**src/sv/mma_pkg.sv**
```systemverilog
// shared types and constants of the montgomery modular alu
`timescale 1ns / 1ps

package mma_pkg;

    localparam int MMA_WORD_BITS = 32;
    localparam int MMA_MOD_BITS  = 30;
    localparam int MMA_RES_BITS  = 31;
    localparam int MMA_DIV_BITS  = 64;
    localparam logic [MMA_MOD_BITS-1:0] MMA_RESET_MODULUS = 30'd998244353;

    typedef enum logic [2:0] {
        CMD_TO_MONT   = 3'd0,
        CMD_FROM_MONT = 3'd1,
        CMD_ADD       = 3'd2,
        CMD_SUB       = 3'd3,
        CMD_MUL       = 3'd4,
        CMD_POW       = 3'd5,
        CMD_INV       = 3'd6,
        CMD_EQUAL     = 3'd7
    } t_mma_cmd;

    typedef struct packed {
        t_mma_cmd                 cmd;
        logic [MMA_RES_BITS-1:0]  op_a;
        logic [MMA_RES_BITS-1:0]  op_b;
        logic signed [63:0]       exponent;
        logic signed [63:0]       plain_value;
    } t_mma_in;

    typedef struct packed {
        logic [MMA_RES_BITS-1:0]  result;
        logic                     is_equal;
    } t_mma_out;

endpackage

```
**src/sv/mma_redc.sv**
```systemverilog
// bit-serial montgomery reduction, one bit of R per cycle
`timescale 1ns / 1ps

module mma_redc
    import mma_pkg::*;
#(
    parameter int WORD_BITS = MMA_WORD_BITS
) (
    input  logic                    i_clk,
    input  logic                    i_rst_n,
    input  logic                    i_start,
    input  logic [63:0]             i_value,
    input  logic [MMA_MOD_BITS-1:0] i_mod,
    output logic                    o_done,
    output logic [63:0]             o_value
);

    localparam int CNT_W = $clog2(WORD_BITS + 1);

    logic             r_busy;
    logic [CNT_W-1:0] r_cnt;
    logic [63:0]      r_acc;
    logic [64:0]      sum;

    // add m when odd so the low bit clears, then halve
    assign sum = {1'b0, r_acc} + (r_acc[0] ? {35'd0, i_mod} : 65'd0);

    assign o_done  = r_busy && (r_cnt == '0);
    assign o_value = r_acc;

    always_ff @(posedge i_clk) begin
        if (!i_rst_n) begin
            r_busy <= 1'b0;
            r_cnt  <= '0;
        end else if (i_start) begin
            r_busy <= 1'b1;
            r_cnt  <= CNT_W'(WORD_BITS);
            r_acc  <= i_value;
        end else if (r_busy) begin
            if (r_cnt == '0) begin
                r_busy <= 1'b0;
            end else begin
                r_cnt <= r_cnt - 1'b1;
                r_acc <= sum[64:1];
            end
        end
    end

endmodule

```
**config.mk**
```make
export PLATFORM = sky130hd
export DESIGN_NAME = mma_redc
export DESIGN_NICKNAME = d
export VERILOG_FILES = /design/src/sv/mma_pkg.sv /design/src/sv/mma_redc.sv
export SDC_FILE = /design/constraint.sdc
export NUM_CORES = 1
export LEC_CHECK = 0
export BUFFER_PORTS_ARGS = -buffer_cell sky130_fd_sc_hd__buf_4
export CAP_MARGIN = 10
export CORE_UTILIZATION = 50
export DETAILED_ROUTE_END_ITERATION = 6
export GPL_TIMING_DRIVEN = 0
export PLACE_DENSITY = 0.77
export SLEW_MARGIN = 20
export SYNTH_ARGS = -nofsm -noshare
export SYNTH_HDL_FRONTEND = slang
export SYNTH_SLANG_ARGS = --single-unit
```
**constraint.sdc**
```tcl
create_clock -name i_clk -period 17.95 [get_ports i_clk]
set_clock_uncertainty 0.05 [all_clocks]
set_input_delay 3.59 -clock i_clk [delete_from_list [all_inputs] [get_ports i_clk]]
set_output_delay 3.59 -clock i_clk [all_outputs]
set_load 0.01 [all_outputs]
```
Word-level counts from Yosys, hierarchy flattened --
Index checks and enable logic that the tools add are counted.
Cells by class: add/subtract/negate cells 2, multiply operators 0, divide/modulo/power cells 0, magnitude comparators 0, equality and inequality tests 1, shift operators 0, mux-type cells 10, bitwise gates (word level) 2, reductions and logical operators 7
Operators by type and width (number):
- $mux W64 | 3
- $add A64 B30 Y65 | 1
- $mux W30 | 1
- $mux W6 | 3
- $logic_not A6 Y1 | 1
- $sub A6 B1 Y6 const B | 1
- $reduce_and A2 Y1 | 2
- $mux W1 | 3
- $reduce_and A3 Y1 | 1
- $ne A2 B2 Y1 const B | 1
- $not A1 Y1 | 2
- $reduce_bool A2 Y1 | 1
- $reduce_or A2 Y1 | 1
- $logic_and A1 B1 Y1 | 1
Storage, ports and cells: bits in registers 71, bits in latches 0, bits in writable memories 0, bits in read-only memories 0, output and inout bits 65, logic and storage cells 26, memories kept 0

Depth between registers and ports, before layout --
word-level depth 5, mapped depth 13, mapped depth without buffers 10

Least setup slack after synthesis --
Ideal clock, no wire load.
path kind in2reg, start input i_start, end register r_acc[0], in the netlist o_value[0], enable pin, setup time 0.585 ns, arrival time 8.600 ns, setup slack 8.716 ns, cell stages on the path 3, cell sequence clkinv_1 > clkbuf_1 > a21boi_0
Between the ends: longest elaborated chain between the ends 2, elaborated cells on any way between the ends 3, classes of those cells eq/ne: 1; reduce/logical: 2
RTL lines:
- from (decl) | RTL line mma_redc.sv:11 | input logic i_start,
- $ne A2 B2 Y1 (no source line) or $reduce_bool A2 Y1 (tied branches)
- $reduce_and A3 Y1 (no source line) (*)
- to (signal assigned) | RTL line mma_redc.sv:38 | r_acc <= i_value;
- to (signal assigned) | RTL line mma_redc.sv:44 | r_acc <= sum[64:1];
- to (decl) | RTL line mma_redc.sv:22 | logic [63:0] r_acc;
Mark *: on every way between the ends. The rest lies on a longest branch, timed or not. A chain may end at the register's enable or synchronous reset.

Final worst setup path --
start input i_mod[24], end register r_acc[56], in the netlist o_value[56] (data pin)
Between the ends: longest elaborated chain between the ends 5
RTL lines:
- from (decl) | RTL line mma_redc.sv:13 | input logic [MMA_MOD_BITS-1:0] i_mod,
- $mux W30 | RTL line mma_redc.sv:26 | assign sum = {1'b0, r_acc} + (r_acc[0] ? {35'd0, i_mod} : 65'd0);
- $add A64 B30 Y65 | RTL line mma_redc.sv:26
- $mux W64 | RTL line mma_redc.sv:40 | if (r_cnt == '0) begin
- $mux W64 | RTL line mma_redc.sv:39 | end else if (r_busy) begin
- $mux W64 | RTL line mma_redc.sv:35 | end else if (i_start) begin
Every way passes these cells. The select of a mux whose other input is x is not followed.

==> impl_metrics.toml <==
[clock_tree]
ctsHoldBuffers = 0
cts_root_buffer = "clkbuf_16"
cts_sinks = 71
post-cts-setup-buffer-count = 0
cts_made_buffers = 9
cts-resized-gates = 0
cts.clk_slew.worst_paths_ns = 0.06
cts_buffer_depth = 2
cts_max_level = 3
clk_latency_ns = 0.34
cts_tree = "yes"

[yosys]
synth_top_area_share_pct = 33.4
syn_area_per_cell_sq_um = 9.02
netlist_area_sq_mm = 0.00576
synthCells = 638
synth_enable_flop_cells = 64
ys.flop_type = "edfxtp_1"
synth_seq_cells = 71
yosys.area.top_type = "edfxtp_1"
syn_nets = 766
ys_seq_area_share_pct = 35.8
synth_async_sr_flop_share_pct = 0
synth_cell_types = 77
ys_top_cells_by_area = "edfxtp_1, ha_1, nand2_1"
synth_common_cells = "nand2_1, edfxtp_1, o21ai_0"
yosys_warnings = 0
synth.most_common_cell = "nand2_1"

[timing]
whs_ns = 0.473
fin_crit_sh_pct = 37.0
setup_ws_ns = 11.31
setup_tns_ns = 0
worstMarginPinSlew_ns = 0.679
slew_viol_final = 0
rsz0062_at_grt = "no"
max_freq_mhz = 151
slew_headroom_pct = 54.2
finalSetupViolCount = 0
hold_viol_final = 0
fin_crit_ns = 6.64

[placed_design]
gp_congestion = 0.870
place_hpwl_mm = 13.0
io_buffers = 161
place_worst_setup_slack_ns = 11.18

[routing]
drt_iter0_drc = 378
dr_wl_met3_mm = 1.19
drt-total-wl_mm = 17.0
drc = 0
top_layer_used = "met4"
dr_total_vias = 5629
viasPerCell = 5.88
firstDrtPassIters = 6
wl_per_cell_um = 17.7
dr_wl_met2_mm = 8.24
postRouteAntennaNets = 0
met1Wirelength_mm = 7.10

[floorplan]
die_x_um = 109
core-area_sq_mm = 0.0110
start_util_pct = 52.2
die_h_um = 109
ioPinCount = 162
dieArea_sq_mm = 0.0119
row_count = 38

[pwr]
p_clk_share_pct = 31.0
power_frac_comb_pct = 31.1
p_switching_mw = 0.176
seqPwrFrac_pct = 37.9
power_leakage_nw = 3.06
internal_power_mw = 0.380
powerDensity_mw_per_mm2 = 74.0
swShare_pct = 31.7
irDropWorstVdd_uv = 43.7

[critical_path]
path_max_fanout = 10
critPathCaptureType = "flip-flop"
crit_required_ns = 17.95
critPathKind = "input port to flip-flop"
start_kind = "input port"
r2r_slack_ns = 13.86
crit_arrival_ns = 6.64

[hold_path]
worstHoldPathType = "flip-flop to flip-flop"

[global_routing]
grt_first_pass_wirelength_mm = 26.7
antenna_found_initial = 0
grt_max_degree = 23
first_global_vias = 5555
gr-usage-all-layers_pct = 29.1
gr-total-overflow = 0

[final_layout]
drive_above_1_share_pct = 26.2
area_delta_synth_final_pct = 30.6
nFillCells = 928
antenna_cells = 0
fin_nets = 941
post-route-util_pct = 68.1

[outcome]
outcome = "complete, no violations"

[run]
cap_violations = 0
-- critical path, stage by stage --
cell      delay (ns)
buf_4           0.11
and2_1          0.15
ha_1            0.26
buf_2           0.19
nand3_1         0.14
or4_1           0.60
o22ai_1         0.30
a221oi_2        0.19
buf_2           0.26
and2_1          0.21
o41ai_1         0.47
a31oi_1         0.16
-- per-stage QoR --
step | power (mW) | instance area [sq um] | cells
6_report | 0.557 | 7520 | 958
5_1_grt | 0.582 | 7520 | 958
4_1_cts | 0.555 | 7520 | 958
3_5_place_dp | 0.384 | 7230 | 942
3_3_place_gp | 0.379 | 7140 | 939
2_1_floorplan | 0.320 | 5760 | 638
-- flip-flops by register name, summed over array words and instances, names as in the netlist --
| signal | cells |
|---|---|
| o_value | 64 |
| r_cnt | 6 |
| r_busy | 1 |
-- layout by cell type, fill, tap and decap left out, drive strengths merged, types with 4 or more instances in the layout --
cell,netlist,layout
and2,38,38
nand2,87,87
a21o,13,13
inv,12,12
nand2b,5,5
xor2,16,16
a21boi,5,5
and3,14,14
clkinv,1,7
a31oi,7,7
a22oi,4,4
xnor2,37,37
nand3,19,19
nor4,5,5
clkbuf,16,26
nor2b,6,6
o21a,4,4
a211oi,11,11
buf,10,174
nor3,11,11
ha,30,30
o21ai,70,70
a2111oi,6,6
edfxtp,64,64
nand4,8,8
mux2,4,4
nor2,35,35
o21bai,5,5
dfxtp,7,7
o211ai,5,5
a21oi,33,33
-- cell type report --
cell class	instances	area (sq um)	area share [%]
Timing Repair Buffer	164	1290	17.2
Clock buffer	10	250	3.33
Multi-Input combinational cell	525	3480	46.3
Tap cell	140	175	2.33
Inverter	13	48.8	0.649
Buffer	29	175	2.33
Sequential cell	71	2060	27.4
Clock inverter	6	33.8	0.449
-- path summary, 6_finish.rpt --
path / to / startpoint / cells after the start
setup / recovery: o_value[56] / i_mod[24] / 12
hold reg to reg: r_cnt[1] / r_cnt[1] / 2
hold / removal: r_cnt[1] / r_cnt[1] / 2
setup reg to reg: o_value[56] / o_value[0] / 12
-- power groups by stage --
stage,Clock (mW),Sequential (mW),Combinational [mW]
after CTS,0.173,0.211,0.172
after detailed placement,0,0.214,0.171
after global routing,0.179,0.213,0.190
final,0.173,0.211,0.173
after floorplan,0,0.218,0.102
after global placement,0,0.216,0.163
-- layer usage --
| layer | GRT usage, % | vias up |
|---|---|---|
| met4 | 11.9 | 0 |
| met5 | 0 | - |
| met1 | 36.8 | 2627 |
| met3 | 2.67 | 32 |
| li1 | - | 2724 |
| met2 | 51.0 | 246 |
-- cell families (layout without fill, tap and decap cells) --
logic type                 Yosys count  after routing  synth area share [%]
buffers and inverters               42            222                  3.89
AOI/OAI and AO/OA                  192            192                  22.5
adders and majority gates           31             31                  6.87
and+or+nand+nor                    242            242                  21.6
xor gates and xnor gates            53             53                  8.07
DFF                                 71             71                  35.8
muxes                                7              7                  1.30
No activity file was read; power rests on OpenSTA's default activity.
