<file path="config.mk">
export PLATFORM = sky130hd
export DESIGN_NAME = mma_div
export DESIGN_NICKNAME = d
export VERILOG_FILES = /design/src/sv/mma_pkg.sv /design/src/sv/mma_div.sv
export SDC_FILE = /design/constraint.sdc
export NUM_CORES = 1
export LEC_CHECK = 0
export BUFFER_PORTS_ARGS = -buffer_cell sky130_fd_sc_hd__clkbuf_2
export CAP_MARGIN = 20
export CORE_ASPECT_RATIO = 1.1
export CORE_MARGIN = 2
export CORE_UTILIZATION = 45
export DETAILED_ROUTE_END_ITERATION = 16
export PLACE_DENSITY = 0.73
export RECOVER_POWER = 25
export REMOVE_ABC_BUFFERS = 1
export SYNTH_ARGS = -nofsm -noshare
export SYNTH_HDL_FRONTEND = slang
export SYNTH_SLANG_ARGS = --single-unit
</file>
<file path="constraint.sdc">
create_clock -name i_clk -period 9.2 [get_ports i_clk]
set_input_delay 0 -clock i_clk [delete_from_list [all_inputs] [get_ports i_clk]]
set_output_delay 0 -clock i_clk [all_outputs]
set_load 0.005 [all_outputs]
</file>
<file path="src/sv/mma_pkg.sv">
// shared types and constants of the montgomery modular alu
`timescale 1ns / 1ps

package mma_pkg;

    localparam int MMA_WORD_BITS = 32;
    localparam int MMA_MOD_BITS  = 30;
    localparam int MMA_RES_BITS  = 31;
    localparam int MMA_DIV_BITS  = 64;
    localparam logic [MMA_MOD_BITS-1:0] MMA_RESET_MODULUS = 30'd998244353;

    typedef enum logic [2:0] {
        CMD_TO_MONT   = 3'd0,
        CMD_FROM_MONT = 3'd1,
        CMD_ADD       = 3'd2,
        CMD_SUB       = 3'd3,
        CMD_MUL       = 3'd4,
        CMD_POW       = 3'd5,
        CMD_INV       = 3'd6,
        CMD_EQUAL     = 3'd7
    } t_mma_cmd;

    typedef struct packed {
        t_mma_cmd                 cmd;
        logic [MMA_RES_BITS-1:0]  op_a;
        logic [MMA_RES_BITS-1:0]  op_b;
        logic signed [63:0]       exponent;
        logic signed [63:0]       plain_value;
    } t_mma_in;

    typedef struct packed {
        logic [MMA_RES_BITS-1:0]  result;
        logic                     is_equal;
    } t_mma_out;

endpackage

</file>
<file path="src/sv/mma_div.sv">
// restoring divider, one quotient bit per cycle
`timescale 1ns / 1ps

module mma_div
    import mma_pkg::*;
(
    input  logic                    i_clk,
    input  logic                    i_rst_n,
    input  logic                    i_start,
    input  logic [MMA_DIV_BITS-1:0] i_dividend,
    input  logic [MMA_RES_BITS-1:0] i_divisor,
    output logic                    o_done,
    output logic [MMA_DIV_BITS-1:0] o_quotient,
    output logic [MMA_RES_BITS-1:0] o_remainder
);

    localparam int CNT_W = $clog2(MMA_DIV_BITS + 1);

    logic                    r_busy;
    logic [CNT_W-1:0]        r_cnt;
    logic [MMA_RES_BITS-1:0] r_rem;
    logic [MMA_DIV_BITS-1:0] r_quo;
    logic [MMA_RES_BITS-1:0] r_div;
    logic [MMA_RES_BITS:0]   trial;
    logic                    fits;

    // shift in next dividend bit and try a subtract
    assign trial = {r_rem, r_quo[MMA_DIV_BITS-1]};
    assign fits  = trial >= {1'b0, r_div};

    assign o_done      = r_busy && (r_cnt == '0);
    assign o_quotient  = r_quo;
    assign o_remainder = r_rem;

    always_ff @(posedge i_clk) begin
        if (!i_rst_n) begin
            r_busy <= 1'b0;
            r_cnt  <= '0;
        end else if (i_start) begin
            r_busy <= 1'b1;
            r_cnt  <= CNT_W'(MMA_DIV_BITS);
            r_rem  <= '0;
            r_quo  <= i_dividend;
            r_div  <= i_divisor;
        end else if (r_busy) begin
            if (r_cnt == '0) begin
                r_busy <= 1'b0;
            end else begin
                r_cnt <= r_cnt - 1'b1;
                r_rem <= fits ? MMA_RES_BITS'(trial - {1'b0, r_div})
                              : trial[MMA_RES_BITS-1:0];
                r_quo <= {r_quo[MMA_DIV_BITS-2:0], fits};
            end
        end
    end

endmodule

</file>
# --- After elaboration in Yosys (flattened, before gate mapping) ---
# Index checks and enable logic that the tools add are counted.
classes:
  n_addsub: 2
  order_cmp: 1
  n_eq_ne: 1
  mux: 12
  n_bitwise: 2
  n_reduce_logical: 8
ops:
  columns: ["op", "count"]
  rows:
  - ["$mux 64", 3]
  - ["$mux 31", 3]
  - ["$ge 32x31->1", 1]
  - ["$sub 31x31->31", 1]
  - ["$mux 7", 3]
  - ["$logic_not 7->1", 1]
  - ["$sub 7x1->7 const B", 1]
  - ["$reduce_and 2->1", 3]
  - ["$mux 1", 3]
  - ["$reduce_and 3->1", 1]
  - ["$ne 2x2->1 const B", 1]
  - ["$not 1->1", 2]
  - ["$reduce_bool 2->1", 1]
  - ["$reduce_or 2->1", 1]
  - ["$logic_and 1x1->1", 1]
totals:
  regBits: 134
  inputBits: 98
  out_inout_bits: 96
  word_cells: 32

# --- Logic depth before layout (Yosys ltp) ---
logic_depth:
  ltp_word: 4
  ltp_mapped: 14
  depth_no_buf: 12

# --- Worst setup path before layout ---
# Ideal clock, no wire load.
synth_path:
  kind: "reg2reg"
  from: "reg r_cnt[0]"
  to: "reg r_quo[0] (netlist: o_quotient[0]), enable pin"
  setup_ps: 695
  arrival_time_ps: 7838
  t_required_ps: 8505
  setup_slack_ps: 667
  path_stages_with_launch: 6
  path_buffers: 0
  period_less_slack_ps: 8533
  cell_sequence: "dfxtp_1 -> inv_1 -> ha_1 -> or3b_2 -> o21ai_0 -> a21boi_0"
synth_via:
  elab_chain_cells: 3
synth_rtl:
  columns: ["item", "line_no", "source"]
  rows:
  - ["start, declared", "mma_div.sv:20", "logic [CNT_W-1:0] r_cnt;"]
  - ["start signal, assigned", "mma_div.sv:41", "r_cnt <= CNT_W'(MMA_DIV_BITS);"]
  - ["start signal, assigned", "mma_div.sv:49", "r_cnt <= r_cnt - 1'b1;"]
  - ["$logic_not 7->1", "mma_div.sv:46", "if (r_cnt == '0) begin"]
  - ["$ne 2x2->1 (no source line)", null, null]
  - ["$reduce_and 3->1 (no source line)", null, null]
  - ["end signal, assigned", "mma_div.sv:43", "r_quo <= i_dividend;"]
  - ["end signal, assigned", "mma_div.sv:52", "r_quo <= {r_quo[MMA_DIV_BITS-2:0], fits};"]
  - ["end, declared", "mma_div.sv:22", "logic [MMA_DIV_BITS-1:0] r_quo;"]
# No other way between the ends.
# A chain may end at the register's enable or synchronous reset.

# --- Worst setup path after layout ---
layout_path:
  from: "reg r_rem[4] (netlist: o_remainder[4])"
  to: "reg r_rem[29] (netlist: o_remainder[29]) (data pin)"
layout_via:
  elab_chain_cells: 4
  elab_cells_between_ends: 5
  classes_between: "1 x add/sub; 1 x order compare; 3 x mux"
layout_rtl:
  columns: ["item", "line_no", "source"]
  rows:
  - ["start, declared", "mma_div.sv:21", "logic [MMA_RES_BITS-1:0] r_rem;"]
  - ["start signal, assigned", "mma_div.sv:50", "r_rem <= fits ? MMA_RES_BITS'(trial - {1'b0, r_div})"]
  - ["$sub 31x31->31 / $ge 32x31->1 (equally long branches)", "mma_div.sv:50, mma_div.sv:29", null]
  - ["$mux 31 (*)", "mma_div.sv:50", null]
  - ["$mux 31 (*)", "mma_div.sv:46", null]
  - ["$mux 31 (*)", "mma_div.sv:45", "end else if (r_busy) begin"]
# Mark *: on every way between the ends. The rest lies on a longest branch, timed or not. The select of a mux whose other input is x is not followed.

==> results summary <==
The run finished with clean final reports. Setup repair after global routing left no endpoint under its margin. The static leakage is 4.17 nW. The pin count of the biggest net entering global routing is 62. The cell taking the most area after synthesis is sky130_fd_sc_hd__edfxtp_1. The actual slew at the worst max-slew pin came out at 848 ps.

The library cells used most frequently in the layout, excluding fill and tap cells, are 161 x sky130_fd_sc_hd__clkbuf_2, 126 x sky130_fd_sc_hd__edfxtp_1, 96 x sky130_fd_sc_hd__dlygate4sd3_1. After synthesis the cells add up to 7250 um2. The number of flops mapped to enable cells by yosys came out at 126.

The number of cell instances on the worst register-to-register path is 12. The die width came out at 125 um. The power density over the cells came out at 186 nW/um2. In this run the critical register-to-register path is captured at o_remainder[29]$_SDFFCE_PP0P_.

The number of H-tree levels came out at 4. The data arrival time at the worst-slack endpoint came out at 3900 ps. The area share of the largest cell type after synthesis is 52.2%. The aggregate global routing overflow is 0.

For the worst-skew pair, the clock arrives at the later sink with an insertion delay of 420 ps. Once placement completed, the tool counted placed cells totaling 962. The core area came out at 15,700 um2.

The worst hold path was traced through 2 stages. The relative contribution of the clock network to total power is 36.0%. The combinational share of power is 22.8%. The initial antenna violation count is 0. The number of storage elements in the synthesis netlist is 134. The nature of the critical path endpoint is a register. The number of global-route vias before repair was 5,770. The last weighted congestion value of the routability-driven placer is 0.890. OpenSTA, run right after detailed placement, puts the worst setup slack at 4990 ps. The total of endpoints with negative setup slack in the final report came out at 0. The sum of net half-perimeters after detailed placement came out at 12,400 um. The capture endpoint of the worst hold path is o_remainder[15]$_SDFFCE_PP0P_. The max-capacitance violation count came out at 0.

The starting density of the core came out at 46.1%. The number of post-CTS setup repair buffers is 0. The worst setup path is launched from a register. The first global-routing pass estimated 29,800 um of wire.

The detail route stage leaves a number of antenna-violating nets equal to 0. The final layout contains routed wiring with a total length of 18,900 um. The clock tree buffer depth is 2. The height of the die came out at 137 um. The quantity of hold-fixing buffers added after cts came out at 96. The detailed-routing iteration count for the pre-antenna-repair pass is 4. 194 I/O pins were placed.

The clock transition at the registers of the reported paths is 70 ps. The number of pins exceeding their max-slew limit in the final report came out at 0. The max-slew headroom at the worst pin came out at 43.5%.

After synthesis, the cell types taking the most area are sky130_fd_sc_hd__edfxtp_1 52%, sky130_fd_sc_hd__mux2_2 9.8%, sky130_fd_sc_hd__ha_1 5.5%, sky130_fd_sc_hd__mux2i_1 3.2%, sky130_fd_sc_hd__nor2_1 2.7%. The worst hold slack came out at 123 ps. In this run, the number of DRC markers left after iteration 0 of detailed routing was 315.

The count of final hold-check violations came out at 0. The area enclosed by the die boundary is 17,100 um2. IR analysis of the VDD net gives a maximum drop of 0.000132 V. The Yosys step of the flow raised 0 warnings. The placed instances occupy a cell area of 8380 um2. Once the clock tree was built, the resizer swapped 0 gates to a different size. The worst register-to-register path begins at o_remainder[4]$_SDFFCE_PP0P_. The area growth from synthesis to layout is 36.6%. The biggest fanout along the worst timing path came out at 25.

The number of vias per cell came out at 5.21. The total negative slack for setup checks is 0 ps. The share of total power consumed by net switching is 28.7%. The number of different library cells in the post-synthesis netlist is 57. The final standard cell area without fillers came out at 9900 um2.

In this run the core area contains 48 standard-cell rows. Dividing the final minimum period by the clock period gives 40.5%. Global routing used 22.1% of the available tracks.

The post-synthesis cell count is 589. The TritonCTS clock tree is built. The internal reg-to-reg setup slack came out at 5470 ps. The proportion of synthesized chip area in sequential cells is 54.4%. The via count is 5,692. The async set-reset flop share out of synthesis is 0%.

The number of standard cells in the final layout excluding fillers came out at 1,092. The required time of the worst setup path came out at 9370 ps. Of the cells placed in the final design, the portion with a size suffix greater than 1 is 30.2%. The remaining routing DRC violations is 0. Setup slack on the critical path of the routed design comes to 5470 ps. The final core area utilization is 62.9%. The critical path class is register to register. Clock tree synthesis selected as its root buffer the cell sky130_fd_sc_hd__clkbuf_16. The share of total power in sequential cells came out at 41.2%. The design draws 1.84 mW. The most common library cell in the layout ignoring fill and taps is sky130_fd_sc_hd__clkbuf_2. The average detailed-routed wire length per instance came out at 17.3 um. The maximum clock skew at final layout came out at 7.71 ps. The antenna cell count is 0. The highest achievable clock rate came out at 268 MHz.

The synthesized area per cell is 12.3 um2. Among all flip-flop cells after synthesis, the most frequent one is sky130_fd_sc_hd__edfxtp_1. The worst path in the final design needs a cycle of 3730 ps, including I/O delays and setup.

In this run the worst hold path is classified as input pin to register. The total number of clock tree sinks came out at 134. The number of buffers created by CTS is 17. The start point of the worst min-delay path is i_start.

For this design the total switching power over the nets is 0.528 mW. The count of buffers added on input and output ports is 193. The internal portion of the total power is 1.31 mW.

The number of nets at the end of the flow is 1,010.
## area by class of cell
type	count	area [um2]
Inverter	42	158
Timing Repair Buffer	295	1950
Tap cell	200	250
Multi-Input combinational cell	389	3030
Fill cell	1271	5840
Clock buffer	17	425
Sequential cell	134	3940
Clock inverter	15	145
## critical path, stage by stage, from the launching register on
cell	delay, ps
sky130_fd_sc_hd__edfxtp_1	400
sky130_fd_sc_hd__ha_1	400
sky130_fd_sc_hd__a21oi_2	190
sky130_fd_sc_hd__nor3b_2	200
sky130_fd_sc_hd__a211oi_1	130
sky130_fd_sc_hd__o31a_1	350
sky130_fd_sc_hd__a41oi_2	190
sky130_fd_sc_hd__o211ai_2	130
sky130_fd_sc_hd__a2111oi_4	480
sky130_fd_sc_hd__buf_6	250
sky130_fd_sc_hd__buf_4	360
sky130_fd_sc_hd__or2b_1	260
sky130_fd_sc_hd__o211a_1	120
## flip-flops by register name, summed over array words and instances (netlist names)
signal / count
r_busy: 1
o_quotient: 64
o_remainder: 31
r_div: 31
r_cnt: 7
## logic make-up (layout without fill, tap and decap cells)
kind of cell,Yosys count,after routing,synth area share [%]
compound gates,106,106,10.3
flops,134,134,54.4
mux,86,86,13.0
fa+ha+maj,33,33,5.80
buf+inv,66,369,4.02
xor+xnor,32,32,3.87
simple gates,132,132,8.68
## worst max path at each step
stage / slack [ps] / endpoint / start / cells after the start
after detailed placement: 4990 / o_remainder[29]$_SDFFCE_PP0P_ / o_remainder[4]$_SDFFCE_PP0P_ / 11
after floorplan: 670 / o_quotient[0]$_DFFE_PP_ / r_cnt[0]$_SDFFE_PP0P_ / 5
after global placement: 5120 / o_remainder[29]$_SDFFCE_PP0P_ / o_remainder[4]$_SDFFCE_PP0P_ / 11
final: 5470 / o_remainder[29]$_SDFFCE_PP0P_ / o_remainder[4]$_SDFFCE_PP0P_ / 12
after CTS: 4970 / o_remainder[29]$_SDFFCE_PP0P_ / o_remainder[4]$_SDFFCE_PP0P_ / 11
after global routing: 5230 / o_remainder[29]$_SDFFCE_PP0P_ / o_remainder[4]$_SDFFCE_PP0P_ / 12
## power groups by stage
stage                     clock (mW)  sequential, mW  combinational (mW)
after floorplan                    0           0.773               0.261
after detailed placement           0           0.770               0.383
after CTS                      0.672           0.758               0.417
after global placement             0           0.769               0.378
after global routing           0.696           0.763               0.464
final                          0.663           0.758               0.420
## Yosys cell counts, drive strengths merged (13+ instances only)
| master | count |
|---|---|
| nand2 | 29 |
| a21oi | 30 |
| a21o | 19 |
| inv | 42 |
| mux2i | 23 |
| xnor2 | 21 |
| ha | 32 |
| edfxtp | 126 |
| clkbuf | 18 |
| nor2 | 52 |
| mux2 | 63 |
| o21ai | 13 |
## metal layers
layer | track usage (%) | vias to the layer above | wire [um]
met2 | 36.8 | 203 | 9100
met5 | 0 | - | 0
li1 | - | 2766 | -
met4 | 6.17 | 0 | 342
met1 | 28.3 | 2699 | 8070
met3 | 6.65 | 24 | 1330
(Power assumes the default switching activity.)
